===== config.mk =====
export PLATFORM = sky130hd
export DESIGN_NAME = cba_ctrl
export DESIGN_NICKNAME = d
export VERILOG_FILES = /design/src/sv/cba_pkg.sv /design/src/sv/cba_ctrl.sv
export SDC_FILE = /design/constraint.sdc
export NUM_CORES = 1
export LEC_CHECK = 0
export BUFFER_PORTS_ARGS = -buffer_cell sky130_fd_sc_hd__buf_2
export CAP_MARGIN = 20
export CORE_MARGIN = 2
export CORE_UTILIZATION = 30
export CTS_CLUSTER_DIAMETER = 30
export DETAILED_ROUTE_END_ITERATION = 16
export MAX_ROUTING_LAYER = met4
export PLACE_DENSITY = 0.63
export SKIP_LAST_GASP = 1
export SLEW_MARGIN = 25
export SYNTH_ARGS = -nofsm -noshare
export SYNTH_HDL_FRONTEND = slang
export SYNTH_SLANG_ARGS = --single-unit

===== constraint.sdc =====
create_clock -name i_clk -period 1.55 [get_ports i_clk]
set_clock_uncertainty 0.15 [all_clocks]
set_input_delay 0.0775 -clock i_clk [delete_from_list [all_inputs] [get_ports i_clk]]
set_output_delay 0.0775 -clock i_clk [all_outputs]
set_load 0.02 [all_outputs]

===== src/sv/cba_pkg.sv =====
package cba_pkg;

    // default sizes of the bitmap
    localparam int unsigned MAX_CLUSTERS_DEF = 65536;
    localparam int unsigned WORD_BITS_DEF    = 32;

    // field widths
    localparam int unsigned OP_W  = 3;
    localparam int unsigned CL_W  = 16;
    localparam int unsigned ST_W  = 2;
    localparam int unsigned CNT_FIELD_W = 17;

    // cluster count register after reset
    localparam logic [CNT_FIELD_W-1:0] CLUSTER_COUNT_RST = 17'd65536;

    // operation codes
    localparam logic [OP_W-1:0] OP_FORMAT    = 3'd0;
    localparam logic [OP_W-1:0] OP_FIND      = 3'd1;
    localparam logic [OP_W-1:0] OP_MARK_USED = 3'd2;
    localparam logic [OP_W-1:0] OP_MARK_FREE = 3'd3;
    localparam logic [OP_W-1:0] OP_FIND_MARK = 3'd4;

    // result status codes
    localparam logic [ST_W-1:0] ST_OK       = 2'd0;
    localparam logic [ST_W-1:0] ST_NO_SPACE = 2'd1;
    localparam logic [ST_W-1:0] ST_RANGE    = 2'd2;

    // controller to datapath commands
    typedef struct packed {
        logic clr_step;    // write one zero word of the clearing sweep
        logic fmt_start;   // load free count from the cluster count
        logic scan_start;  // restart the word scan at word zero
        logic scan_step;   // read next word of the scan
        logic find_hit;    // take the found cluster as result
        logic use_mark;    // mark polarity: set the bit (used) when high
        logic res_fail;    // result: no free cluster
        logic res_range;   // result: index out of range
        logic res_none;    // result: no-op with current count
        logic mark_cap;    // capture the request cluster index
        logic mark_div;    // split cluster index, word part
        logic mark_rd;     // read the word of the cluster
        logic mark_wr;     // write back the changed word
        logic out_load;    // move result into the output register
    } t_cmd;

    // datapath to controller status
    typedef struct packed {
        logic count_zero;  // free count is zero
        logic in_range;    // request cluster is below the cluster count
        logic clr_last;    // sweep is at the last word
        logic hit;         // checked word holds a free cluster
        logic scan_end;    // checked word was the last one to look at
    } t_sts;

endpackage


===== src/sv/cba_ctrl.sv =====
module cba_ctrl (
    input  logic                        i_clk,
    input  logic                        i_rst_n,
    input  logic                        i_valid,
    output logic                        o_ready,
    input  logic [cba_pkg::OP_W-1:0]    i_operation,
    output logic                        o_valid,
    input  logic                        i_ready,
    input  cba_pkg::t_sts               i_sts,
    output cba_pkg::t_cmd               o_cmd
);
    import cba_pkg::*;

    typedef enum logic [2:0] {
        S_CLR,
        S_IDLE,
        S_SCAN,
        S_DIV,
        S_RD,
        S_WR,
        S_RESP
    } t_state;

    t_state r_state, n_state;
    logic   r_fmt_clr, n_fmt_clr;
    logic   r_use_mark, n_use_mark;
    logic   r_out_valid, n_out_valid;
    t_cmd   cmd;

    // next state and commands
    always_comb begin
        n_state     = r_state;
        n_fmt_clr   = r_fmt_clr;
        n_use_mark  = r_use_mark;
        n_out_valid = r_out_valid & ~i_ready;
        cmd          = '0;
        cmd.use_mark = r_use_mark;
        unique case (r_state)
            S_CLR: begin
                cmd.clr_step = 1'b1;
                if (i_sts.clr_last) begin
                    n_state = r_fmt_clr ? S_RESP : S_IDLE;
                end
            end
            S_IDLE: begin
                if (i_valid) begin
                    unique case (i_operation)
                        OP_FORMAT: begin
                            cmd.fmt_start = 1'b1;
                            n_fmt_clr     = 1'b1;
                            n_state       = S_CLR;
                        end
                        OP_FIND, OP_FIND_MARK: begin
                            n_use_mark = (i_operation == OP_FIND_MARK);
                            if (i_sts.count_zero) begin
                                cmd.res_fail = 1'b1;
                                n_state      = S_RESP;
                            end else begin
                                cmd.scan_start = 1'b1;
                                n_state        = S_SCAN;
                            end
                        end
                        OP_MARK_USED, OP_MARK_FREE: begin
                            n_use_mark = (i_operation == OP_MARK_USED);
                            if (i_sts.in_range) begin
                                cmd.mark_cap = 1'b1;
                                n_state      = S_DIV;
                            end else begin
                                cmd.res_range = 1'b1;
                                n_state       = S_RESP;
                            end
                        end
                        default: begin
                            cmd.res_none = 1'b1;
                            n_state      = S_RESP;
                        end
                    endcase
                end
            end
            S_SCAN: begin
                priority if (i_sts.hit) begin
                    cmd.find_hit = 1'b1;
                    n_state      = S_RESP;
                end else if (i_sts.scan_end) begin
                    cmd.res_fail = 1'b1;
                    n_state      = S_RESP;
                end else begin
                    cmd.scan_step = 1'b1;
                end
            end
            S_DIV: begin
                cmd.mark_div = 1'b1;
                n_state      = S_RD;
            end
            S_RD: begin
                cmd.mark_rd = 1'b1;
                n_state     = S_WR;
            end
            S_WR: begin
                cmd.mark_wr = 1'b1;
                n_state     = S_RESP;
            end
            S_RESP: begin
                if (!r_out_valid || i_ready) begin
                    cmd.out_load = 1'b1;
                    n_out_valid  = 1'b1;
                    n_state      = S_IDLE;
                end
            end
            default: begin
                n_state = S_IDLE;
            end
        endcase
    end

    // state and registered outputs
    always_ff @(posedge i_clk) begin
        if (!i_rst_n) begin
            r_state     <= S_CLR;
            r_fmt_clr   <= 1'b0;
            r_use_mark  <= 1'b0;
            r_out_valid <= 1'b0;
        end else begin
            r_state     <= n_state;
            r_fmt_clr   <= n_fmt_clr;
            r_use_mark  <= n_use_mark;
            r_out_valid <= n_out_valid;
        end
    end

    assign o_ready = (r_state == S_IDLE);
    assign o_valid = r_out_valid;
    assign o_cmd   = cmd;

endmodule


# Word level (Yosys, flattened, before mapping)
# Cells that the tools add are included.
op_classes:
  n_eq_ne: 14
  muxes: 40
  n_bitwise: 2
  n_reduce_logical: 11
op_table:
  columns: ["cell", "n"]
  rows:
  - ["2-to-1 mux 3 bit", 9]
  - ["2-to-1 mux 1 bit", 23]
  - ["one-hot mux 3 bit (7 select lines)", 1]
  - ["equality test 3 x 2 -> 1 bit (second input constant)", 4]
  - ["equality test 3 bit (second input constant)", 4]
  - ["one-hot mux 3 bit (3 select lines)", 1]
  - ["equality test 3 x 1 -> 1 bit (second input constant)", 2]
  - ["zero test 3 bit", 2]
  - ["2-to-1 mux 2 bit", 3]
  - ["inequality test 2 bit (second input constant)", 3]
  - ["AND reduction 3 bit", 2]
  - ["OR reduction 5 bit", 1]
  - ["2-to-1 mux 4 bit", 1]
  - ["one-hot mux 1 bit (2 select lines)", 2]
  - ["AND reduction 4 bit", 1]
  - ["OR reduction 2 bit", 2]
  - ["inequality test 3 bit (second input constant)", 1]
  - ["nonzero test 2 bit", 1]
  - ["AND 1 bit", 1]
  - ["zero test 1 bit", 1]
  - ["logical OR 1 bit", 1]
  - ["NOT 1 bit", 1]
word_totals:
  reg_bits: 6
  input_bits: 12
  out_inout_bits: 16

# Depth between registers and ports, before layout
# Gate-level depths: netlist of the first run.
depth:
  ltp_word: 5
  mapped_depth: 5

# Worst setup path before layout of the first run
# No wires, ideal clock.
synth_timing:
  kind: "register -> output"
  start: "reg r_state[1]"
  end: "out o_cmd[6] in the netlist's numbering"
  t_arrival_ns: 1.430
  required_time_ns: 1.322
  path_slack_ns: -0.108
  path_stages_with_launch: 5
  cell_sequence: "dfxtp_1 buf_4 nor2_4 nand3_2 nor4b_1"
synth_rtl:
  columns: ["item", "line", "rtl"]
  rows:
  - ["start, declared", "cba_ctrl.sv:24", "t_state r_state, n_state;"]
  - ["start signal, assigned", "cba_ctrl.sv:124", "r_state <= n_state;"]
  - ["end, declared", "cba_ctrl.sv:10", "output cba_pkg::t_cmd o_cmd"]

==> key figures, run 1 <==
Status
  – Outcome: finished clean

Clocking
  – Number of sinks handled by clock tree synthesis: 6
  – Clock buffer count from CTS: 3
  – Cell chosen for the clock root: clkbuf_4
  – Clock insertion delay at the later pin of the skew report: 0.24 ns
  – H-tree levels: 1
  – TritonCTS clock tree: yes
  – Maximum count of clock buffers along a single path: 2
  – Clock transition time at the flip-flop clock pins of the worst setup and hold paths: 0.04 ns

Detailed routing
  – Iteration-0 DRC Markers: 7
  – Avg Vias per Cell: 4.976
  – Via total after detailed routing: 627
  – Routed len/inst: 11.17 µm
  – Residual DRC count: 0
  – Remaining antenna violation count: 0
  – Aggregate routed wire length: 1407 µm
  – 1st-pass router iterations: 4

Finish
  – Fraction of final layout cells sized beyond drive strength 1: 49.50%
  – Post-route cell area: 809.5 µm²
  – Area Overhead vs Synth: 39.14%
  – Finished Core Util: 45.40%
  – Antenna diode count: 0
  – Number of fill cells in the layout: 179
  – Post-layout nets: 115

Timing
  – Period utilization: 98.87%
  – Final-layout worst hold slack: 0.01898 ns
  – Slew at the pin closest to its max-slew limit: 0.3137 ns
  – RSZ-0062 raised after global routing: yes
  – Period minus WS final: 1.532 ns
  – Hold Violations, Final: 0
  – Final setup violating endpoints: 0
  – Max-slew violation count: 0
  – Upper clock frequency limit: 652.5 MHz
  – Worst slew margin relative to its limit: 79.04%

Placement
  – Post-place instance area: 714.4 µm²
  – GP Congestion: 0.7843
  – Number of buffer cells added on primary ports: 27
  – Post-DP HPWL: 1066 µm

Die
  – Die Outline Area: 0.002308 mm²
  – Area of the core: 0.001783 mm²
  – Io pins: 28
  – Die width: 48.04 µm
  – Initial cell density of the core: 32.63%
  – Cell Rows: 15
  – Height of the chip: 48.04 µm

Hold path
  – Endpoint of the worst hold-timing path: r_state[2]
  – Min-Delay Path Depth: 4
  – Worst min-delay path startpoint: i_ready
  – Hold WC Path Type: in2reg

Global route
  – Total Routing Usage GR: 13.34%
  – Global-route wire length before repair: 2063 µm
  – Via count of the first global-routing pass: 542
  – Total overflow reported by the global router: 0
  – Maximum number of pins on one net before global-route repair: 14
  – Number of antenna violations at the first check in global routing: 0

Setup path
  – CP Class: reg2out
  – Reg-to-reg critical path endpoint: r_state[1]
  – Worst setup slack for register-to-register paths: 0.11 ns
  – Biggest fanout along the worst timing path: 6
  – Ordered cell list for the critical path: nor2_4, nand3_4, nor3_2, a32o_1, buf_2
  – Slowest stage cell on the critical path: dfxtp_4
  – R2R Path Start: r_state[2]
  – Kind of end point of the critical path: output port
  – Number of cell instances on the worst register-to-register path: 5
  – Biggest cell delay along the critical path: 0.35 ns
  – CP required: 1.32 ns
  – Startpoint types: flip-flop
  – CP arrival: 1.30 ns

Logic synthesis
  – Multiplexer share of the synthesized area: 0%
  – Part of the Yosys area used for sequential elements: 20.65%
  – Synthesized area per cell: 7.970 µm²
  – Number of instances in the synthesized netlist: 73
  – Area share of xor/xnor cells in the synthesized design: 1.505%
  – Simple-gate share of the synthesized area: 41.51%
  – Ys Warns: 0
  – Summed instance area of the synthesized netlist: 581.8 µm²
  – Adder-Cell Fraction of Synth Area: 1.935%
  – Count of different cell masters after synthesis: 33
  – Mapped Nets: 85
  – Main combinational cell family by area after synthesis: simple AND/OR/NAND/NOR gates
  – Compound-Gate Fraction of Synth Area: 22.37%
  – Register bit count reported by yosys: 6

Power and ir drop
  – Part of the total power dissipated in sequential elements: 31.8%
  – Internal power consumption: 387.4 µW
  – Worst IR Drop VDD: 0.2780 mV
  – Design Power: 615.4 µW
  – Ratio of total power to cell area: 760.1 mW/mm²
  – Clock share of power: 22.5%
  – Switching Share: 37.04%
  – Switching power: 227.9 µW
  – Part of the power in combinational logic: 45.8%
  – Static Leak: 0.0003781 µW

Run
  – Max-Cap Viols: 0
-- how the worst max path moves through the flow --
stage	startpoint	slack, ns	depth (start not counted)	endpoint
2_1_floorplan	r_state[1]	-0.004	4	o_cmd[11]
3_3_place_gp	r_state[0]	0.10	4	o_cmd[7]
3_5_place_dp	r_state[0]	0.08	4	o_cmd[7]
4_1_cts	r_state[1]	0.009	5	o_cmd[7]
5_1_grt	r_state[2]	-0.05	4	o_cmd[6]
6_report	r_state[2]	0.02	5	o_cmd[7]
-- Yosys cell counts --
| cell type | count | area [µm²] |
|---|---|---|
| nor2_1 | 7 | 26.28 |
| dfxtp_1 | 6 | 120.1 |
| a21oi_1 | 5 | 25.02 |
| nand2_1 | 5 | 18.77 |
| buf_4 | 4 | 30.03 |
| nor3_1 | 4 | 20.02 |
| and3b_1 | 3 | 26.28 |
| nand2b_1 | 3 | 18.77 |
| nor2b_1 | 3 | 18.77 |
| nor4_1 | 3 | 18.77 |
| o21a_1 | 3 | 22.52 |
| and3_1 | 2 | 12.51 |
| buf_2 | 2 | 10.01 |
| buf_6 | 2 | 22.52 |
| inv_1 | 2 | 7.510 |
| nor4_2 | 2 | 25.02 |
| a211oi_1 | 1 | 7.510 |
| a221oi_2 | 1 | 15.01 |
| a32o_1 | 1 | 10.01 |
| and4b_2 | 1 | 11.26 |
| maj3_2 | 1 | 11.26 |
| nand3_2 | 1 | 10.01 |
| nand3b_1 | 1 | 7.510 |
| nor2_4 | 1 | 11.26 |
| nor3b_1 | 1 | 7.510 |
| nor4b_1 | 1 | 8.760 |
| o2111ai_1 | 1 | 8.760 |
| o211a_1 | 1 | 10.01 |
| o21ai_0 | 1 | 5.000 |
| o221a_2 | 1 | 11.26 |
| o22ai_1 | 1 | 6.260 |
| o32ai_1 | 1 | 8.760 |
| xnor2_1 | 1 | 8.760 |
-- layout by cell type, fill, tap and decap left out, types with 2 or more instances in the layout --
| cell | instances |
|---|---|
| nor2_1 | 7 |
| inv_1 | 2 |
| nand2_1 | 5 |
| o21a_1 | 3 |
| clkbuf_4 | 3 |
| dfxtp_1 | 3 |
| dfxtp_4 | 2 |
| nor4_2 | 2 |
| and3b_1 | 3 |
| and3_1 | 2 |
| buf_2 | 24 |
| nand2b_1 | 2 |
| a21oi_1 | 5 |
| nor3_1 | 3 |
| nor4_1 | 3 |
| buf_4 | 8 |
| nor2b_1 | 2 |
-- through the flow --
| step | instances | worst slack [ns] | setup TNS [ns] |
|---|---|---|---|
| floorplan | 73 | -0.004153 | -0.004153 |
| finish | 126 | 0.01752 | 0 |
| CTS | 124 | 0.009013 | 0 |
| global route | 126 | -0.04805 | -0.1998 |
| detailed placement | 120 | 0.08362 | 0 |
| global placement | 120 | 0.1048 | 0 |
-- final cells by class --
type | count | area [µm²] | share of cell area (%)
clock buffers | 3 | 22.52 | 2.782
well taps | 25 | 31.28 | 3.864
repair buffers | 33 | 190.2 | 23.49
flip-flops and latches | 6 | 128.9 | 15.92
multi-input cells | 57 | 429.2 | 53.01
inverters | 2 | 7.507 | 0.9274
-- flip-flops by register name, indices dropped and copies added (netlist names) --
name        count
o_valid         1
r_fmt_clr       1
r_state         3
r_use_mark      1
-- worst max-delay path: cells and delay by family, from the launching register on --
| family | cells | cell delay (ns) |
|---|---|---|
| and+or+nand+nor | 3 | 0.42 |
| DFF | 1 | 0.35 |
| buffers and inverters | 1 | 0.16 |
| AOI/OAI and AO/OA | 1 | 0.14 |
-- metal layers --
layer | up-vias | track usage [%] | wire (µm)
li1 | 328 | - | -
met1 | 281 | 14.25 | 619
met2 | 16 | 21.87 | 711
met3 | 2 | 2.264 | 56
met4 | 0 | 9.730 | 19
met5 | - | - | 0
-- power by group through the flow --
| stage | clock network [µW] | logic, µW | registers, µW |
|---|---|---|---|
| 2_1_floorplan | 0 | 206 | 178 |
| 5_1_grt | 156 | 307 | 198 |
| 4_1_cts | 147 | 262 | 197 |
| 3_5_place_dp | 0 | 248 | 195 |
| 6_report | 138 | 282 | 196 |
| 3_3_place_gp | 0 | 246 | 194 |
-- cell families (layout without fill, tap and decap cells) --
logic type / after synthesis / after routing
adders and majority gates: 1 / 1
buffers and inverters: 10 / 38
DFF: 6 / 6
xor gates and xnor gates: 1 / 1
AOI/OAI and AO/OA: 17 / 17
and+or+nand+nor: 38 / 38
-- what timing repair did --
action                                  in CTS  in global routing
buffers inserted                             0                  2
endpoints found under the hold margin        5                  0
hold buffers                                 1                  0
gates cloned                                 0                  0
endpoints found under the setup margin       8                  7
pin swaps                                    1                  3
resized for setup                            7                  6
(Power assumes the default switching activity.)
==> inputs of run 2 (changes only) <==
--- a/config.mk
+++ b/config.mk
@@ -7,7 +7,6 @@
 export LEC_CHECK = 0
 export BUFFER_PORTS_ARGS = -buffer_cell sky130_fd_sc_hd__buf_2
 export CAP_MARGIN = 20
-export CORE_MARGIN = 2
 export CORE_UTILIZATION = 30
 export CTS_CLUSTER_DIAMETER = 30
 export DETAILED_ROUTE_END_ITERATION = 16
==> key figures, run 2 (synthesis results as in run 1) <==
Status
  – Outcome: finished clean

Finish
  – Most frequent cells in the layout: buf_2, buf_4, nor2_1
  – Antenna diode count: 0 (unchanged)
  – Post-route cell area: 832.0 µm² (+2.8%)
  – Reg with most FFs: r_state
  – Number of fill cells in the layout: 193 (+7.8%)
  – Fraction of final layout cells sized beyond drive strength 1: 50.00% (+0.50 points)
  – Finished Core Util: 47.16% (+1.8 points)
  – Sequential standard cell area: 128.9 µm² (unchanged)
  – Post-layout nets: 118 (+2.6%)
  – Area Overhead vs Synth: 43.01%
  – Largest register FFs: 3 (unchanged)
  – Non-filler cells, final: 129 (+2.4%)
  – Multi-input gate area in the final layout: 426.7 µm² (-0.58%)
  – Most frequent standard cell in the layout excluding fill and tap cells: buf_2

Die
  – Die width: 46.04 µm (-4.2%)
  – Io pins: 28 (unchanged)
  – Area of the core: 0.001764 mm² (-1.1%)
  – Die Outline Area: 0.002120 mm² (-8.2%)
  – Cell Rows: 15 (unchanged)
  – Initial cell density of the core: 32.98% (+0.35 points)
  – Height of the chip: 46.04 µm (-4.2%)

Clocking
  – Maximum count of clock buffers along a single path: 2 (unchanged)
  – Clock transition time at the flip-flop clock pins of the worst setup and hold paths: 0.04 ns (about the same)
  – H-tree levels: 1 (unchanged)
  – Clock insertion delay at the later pin of the skew report: 0.24 ns (about the same)
  – Number of sinks handled by clock tree synthesis: 6 (unchanged)
  – TritonCTS clock tree: yes
  – Cell chosen for the clock root: clkbuf_4
  – Clock buffer count from CTS: 3 (unchanged)

Global route
  – Maximum number of pins on one net before global-route repair: 12 (-2)
  – Total Routing Usage GR: 14.30% (+0.95 points)
  – Total overflow reported by the global router: 0 (unchanged)
  – Via count of the first global-routing pass: 534 (-1.5%)
  – Number of antenna violations at the first check in global routing: 0 (unchanged)
  – Global-route wire length before repair: 2090 µm (+1.3%)

Power and ir drop
  – Static Leak: 0.0003908 µW (+3.4%)
  – Worst IR Drop VDD: 0.3014 mV (+8.4%)
  – Ratio of total power to cell area: 766.0 mW/mm² (+0.77%)
  – Design Power: 637.4 µW (+3.6%)

Detailed routing
  – Routed len/inst: 11.93 µm (+6.8%)
  – 1st-pass router iterations: 4 (unchanged)
  – Remaining antenna violation count: 0 (unchanged)
  – Iteration-0 DRC Markers: 8 (+1)
  – Aggregate routed wire length: 1539 µm (+9.4%)
  – Avg Vias per Cell: 5.101 (+2.5%)
  – Via total after detailed routing: 658 (+4.9%)
  – Residual DRC count: 0 (unchanged)

Timing
  – Worst slew margin relative to its limit: 80.45% (+1.4 points)
  – Period minus WS final: 1.540 ns (+0.007357 ns)
  – Upper clock frequency limit: 649.4 MHz (-0.48%)
  – RSZ-0062 raised after global routing: yes
  – Final-layout worst hold slack: 0.02019 ns (+0.001206 ns)
  – Final setup violating endpoints: 0 (unchanged)
  – Period utilization: 99.34% (+0.47 points)
  – Hold Violations, Final: 0 (unchanged)
  – Max-slew violation count: 0 (unchanged)
  – Slew at the pin closest to its max-slew limit: 0.2927 ns (-0.02099 ns)

Placement
  – GP Congestion: 0.7560 (-3.6%)
  – Number of buffer cells added on primary ports: 27 (unchanged)
  – Post-DP HPWL: 1052 µm (-1.3%)
  – Post-place instance area: 714.4 µm² (unchanged)
  – Number of placed instances, taps included: 120 (unchanged)

Hold path
  – Hold WC Path Type: in2reg

Setup path
  – Kind of end point of the critical path: output port
  – CP arrival: 1.31 ns (about the same)
  – Biggest fanout along the worst timing path: 6 (unchanged)
  – CP required: 1.32 ns (about the same)
  – Startpoint types: flip-flop
  – CP Class: reg2out

Run
  – Max-Cap Viols: 0 (unchanged)
-- run 2: cell types whose count changed in the layout (fill, tap and decap cells not counted), sizes merged --
cell,change
buf,+3
-- run 2: report_power, final --
part           switching (µW)  leakage (µW)  internal (µW)
combinational             162      0.000326            141
clock                    49.7     0.0000138           87.1
sequential               27.3     0.0000506            170
total                     239      0.000391            399
-- run 2: cell type report --
class | count | share of cell area (%)
Clock buffer | 3 | 2.707
Inverter | 2 | 0.9023
Multi-Input combinational cell | 57 | 51.28
Sequential cell | 6 | 15.49
Tap cell | 25 | 3.759
Timing Repair Buffer | 36 | 25.86
-- run 2: path summary, 6_finish.rpt --
kind              cells past startpoint       start    endpoint  slack [ns]
setup reg to reg                      6  r_state[1]  r_state[1]        0.08
hold reg to reg                       1   r_fmt_clr   r_fmt_clr        0.35
setup / recovery                      5  r_state[1]    o_cmd[7]        0.01
hold / removal                        4     i_ready  r_state[2]        0.02
-- run 2: stage by stage --
stage / worst slack (ns) / TNS [ns]
2_1_floorplan: -0.004153 / -0.004153
3_3_place_gp: 0.07696 / 0
3_5_place_dp: 0.07779 / 0
4_1_cts: -0.02933 / -0.02933
5_1_grt: -0.06777 / -0.3079
6_report: 0.01016 / 0
-- run 2: layer usage --
| metal | vias to the layer above | part of all wire, % | GRT usage (%) |
|---|---|---|---|
| met3 | 6 | 3.7 | 2.381 |
| met5 | - | 0 | - |
| met4 | 0 | 3.7 | 12.94 |
| met2 | 23 | 51 | 22.82 |
| met1 | 297 | 42 | 14.79 |
| li1 | 332 | - | - |
-- run 2: critical path, cell delays in order (launching register included) --
cell and delay (ns):
dfxtp_4 0.35, nor2_4 0.16, nand3_4 0.13, nor3_2 0.14, a32o_1 0.15, buf_4 0.14
-- run 2: timing repair --
action / CTS / global route
pin swaps: 1 / 0
hold buffers: 1 / 0
setup endpoints to repair: 9 / 7
endpoints found under the hold margin: 5 / 0
gates resized for setup: 7 / 6
buffers inserted: 1 / 4
==> inputs of run 3 (changes only) <==
--- a/config.mk
+++ b/config.mk
@@ -11,7 +11,7 @@
 export CTS_CLUSTER_DIAMETER = 30
 export DETAILED_ROUTE_END_ITERATION = 16
 export MAX_ROUTING_LAYER = met4
-export PLACE_DENSITY = 0.63
+export PLACE_DENSITY_LB_ADDON = 0.3
 export SKIP_LAST_GASP = 1
 export SLEW_MARGIN = 25
 export SYNTH_ARGS = -nofsm -noshare
==> key figures, run 3 (synthesis results as in run 1) <==
Status
  – Outcome: finished clean

Timing
  – Smallest setup slack after layout: 0.02339 ns (+0.01323 ns)
  – Slew at the pin closest to its max-slew limit: 0.2686 ns (-0.02415 ns)
  – Final setup violating endpoints: 0 (unchanged)
  – Upper clock frequency limit: 655.0 MHz (+0.87%)
  – Hold Violations, Final: 0 (unchanged)
  – Period minus WS final: 1.527 ns (-0.01323 ns)
  – Max-slew violation count: 0 (unchanged)
  – Worst slew margin relative to its limit: 81.95% (+1.5 points)
  – RSZ-0062 raised after global routing: yes
  – Period utilization: 98.49% (-0.85 points)

Setup path
  – Kind of end point of the critical path: output port
  – CP required: 1.32 ns (about the same)
  – CP Class: reg2out
  – CP arrival: 1.30 ns (about the same)
  – Startpoint types: flip-flop
  – Worst setup slack for register-to-register paths: 0.12 ns (+0.04 ns)
  – Biggest fanout along the worst timing path: 4 (-2)

Die
  – Die Outline Area: 0.002120 mm² (unchanged)
  – Die width: 46.04 µm (unchanged)
  – Io pins: 28 (unchanged)
  – Area of the core: 0.001764 mm² (unchanged)
  – Initial cell density of the core: 32.98% (unchanged)
  – Height of the chip: 46.04 µm (unchanged)
  – Cell Rows: 15 (unchanged)

Global route
  – Number of antenna violations at the first check in global routing: 0 (unchanged)
  – Maximum number of pins on one net before global-route repair: 13 (+1)
  – Global-route wire length before repair: 2007 µm (-4.0%)
  – Via count of the first global-routing pass: 489 (-8.4%)
  – Total Routing Usage GR: 14.05% (-0.25 points)
  – Total overflow reported by the global router: 0 (unchanged)

Detailed routing
  – Iteration-0 DRC Markers: 12 (+4)
  – 1st-pass router iterations: 4 (unchanged)
  – Via total after detailed routing: 652 (-0.91%)
  – Remaining antenna violation count: 0 (unchanged)
  – Avg Vias per Cell: 5.175 (+1.4%)
  – Aggregate routed wire length: 1430 µm (-7.1%)
  – Routed len/inst: 11.35 µm (-4.9%)
  – Residual DRC count: 0 (unchanged)

Power and ir drop
  – Ratio of total power to cell area: 758.2 mW/mm² (-1.0%)
  – Static Leak: 0.0003726 µW (-4.7%)
  – Worst IR Drop VDD: 0.4859 mV (+61%)

Finish
  – Post-layout nets: 115 (-2.5%)
  – Antenna diode count: 0 (unchanged)
  – Most frequent standard cell in the layout excluding fill and tap cells: buf_2
  – Reg with most FFs: r_state
  – Fraction of final layout cells sized beyond drive strength 1: 49.50% (-0.50 points)
  – Most frequent cells in the layout: buf_2, buf_4, nor2_1
  – Largest register FFs: 3 (unchanged)
  – Area Overhead vs Synth: 38.28%
  – Finished Core Util: 45.60% (-1.6 points)

Clocking
  – Clock insertion delay at the later pin of the skew report: 0.23 ns (about the same)
  – TritonCTS clock tree: yes
  – Maximum count of clock buffers along a single path: 2 (unchanged)
  – Clock buffer count from CTS: 3 (unchanged)
  – Number of sinks handled by clock tree synthesis: 6 (unchanged)
  – Clock transition time at the flip-flop clock pins of the worst setup and hold paths: 0.04 ns (about the same)
  – Cell chosen for the clock root: clkbuf_4
  – H-tree levels: 1 (unchanged)

Placement
  – Post-DP HPWL: 1131 µm (+7.4%)
  – Number of buffer cells added on primary ports: 27 (unchanged)
  – GP Congestion: 0.7451 (-1.4%)
  – Post-Place Setup Slack: 0.09884 ns (+0.02105 ns)

Run
  – Max-Cap Viols: 0 (unchanged)

Hold path
  – Hold WC Path Type: in2reg
[run 3: stage by stage]
| stage | TNS (ns) | power [µW] | hold WS (ns) | area, µm² | instances |
|---|---|---|---|---|---|
| 2_1_floorplan | -0.004153 | 384.2 | 0.04495 | 588.1 | 73 |
| 3_3_place_gp | 0 | 440.6 | 0.2312 | 721.9 | 121 |
| 4_1_cts | 0 | 601.5 | 0.1038 | 780.7 | 125 |
| 5_1_grt | -0.03921 | 653.4 | 0.1184 | 804.5 | 126 |
| 3_5_place_dp | 0 | 444.6 | 0.2369 | 721.9 | 121 |
| 6_report | 0 | 610.0 | 0.1138 | 804.5 | 126 |
[run 3: power breakdown]
part / internal, µW / switching (µW)
Sequential: 171 / 28.8
Combinational: 127 / 149
Clock: 87.0 / 47.5
Total: 385 / 225
[run 3: critical path, stage by stage (launching register included)]
cell     delay, ns
dfxtp_2       0.34
nor2_4        0.16
and3_1        0.19
and4b_2       0.23
buf_4         0.14
[run 3: path summary, 6_finish.rpt]
path,endpoint,depth (start not counted),startpoint
min,r_state[0],3,i_valid
max reg2reg,r_state[1],5,r_state[1]
max,o_cmd[4],4,r_state[1]
min reg2reg,r_fmt_clr,1,r_fmt_clr
[run 3: area by class of cell]
| type | instances | area, µm² |
|---|---|---|
| Timing Repair Buffer | 33 | 196.4 |
| Multi-Input combinational cell | 57 | 420.4 |
| Clock buffer | 3 | 22.52 |
| Sequential cell | 6 | 126.4 |
| Fill cell | 187 | 959.7 |
| Tap cell | 25 | 31.28 |
| Inverter | 2 | 7.507 |
[run 3: routing by layer]
metal | part of all wire, % | track usage [%] | vias up
met3 | 3.8 | 2.381 | 2
met5 | 0 | - | -
met4 | 1.3 | 8.824 | 0
met1 | 45 | 18.31 | 304
met2 | 49 | 19.72 | 15
li1 | - | - | 331
[run 3: what timing repair did]
item	CTS	global route
hold buffers	1	0
hold endpoints to repair	3	0
pin swaps	0	2
endpoints found under the setup margin	7	6
resized for setup	7	6
buffers inserted	0	1
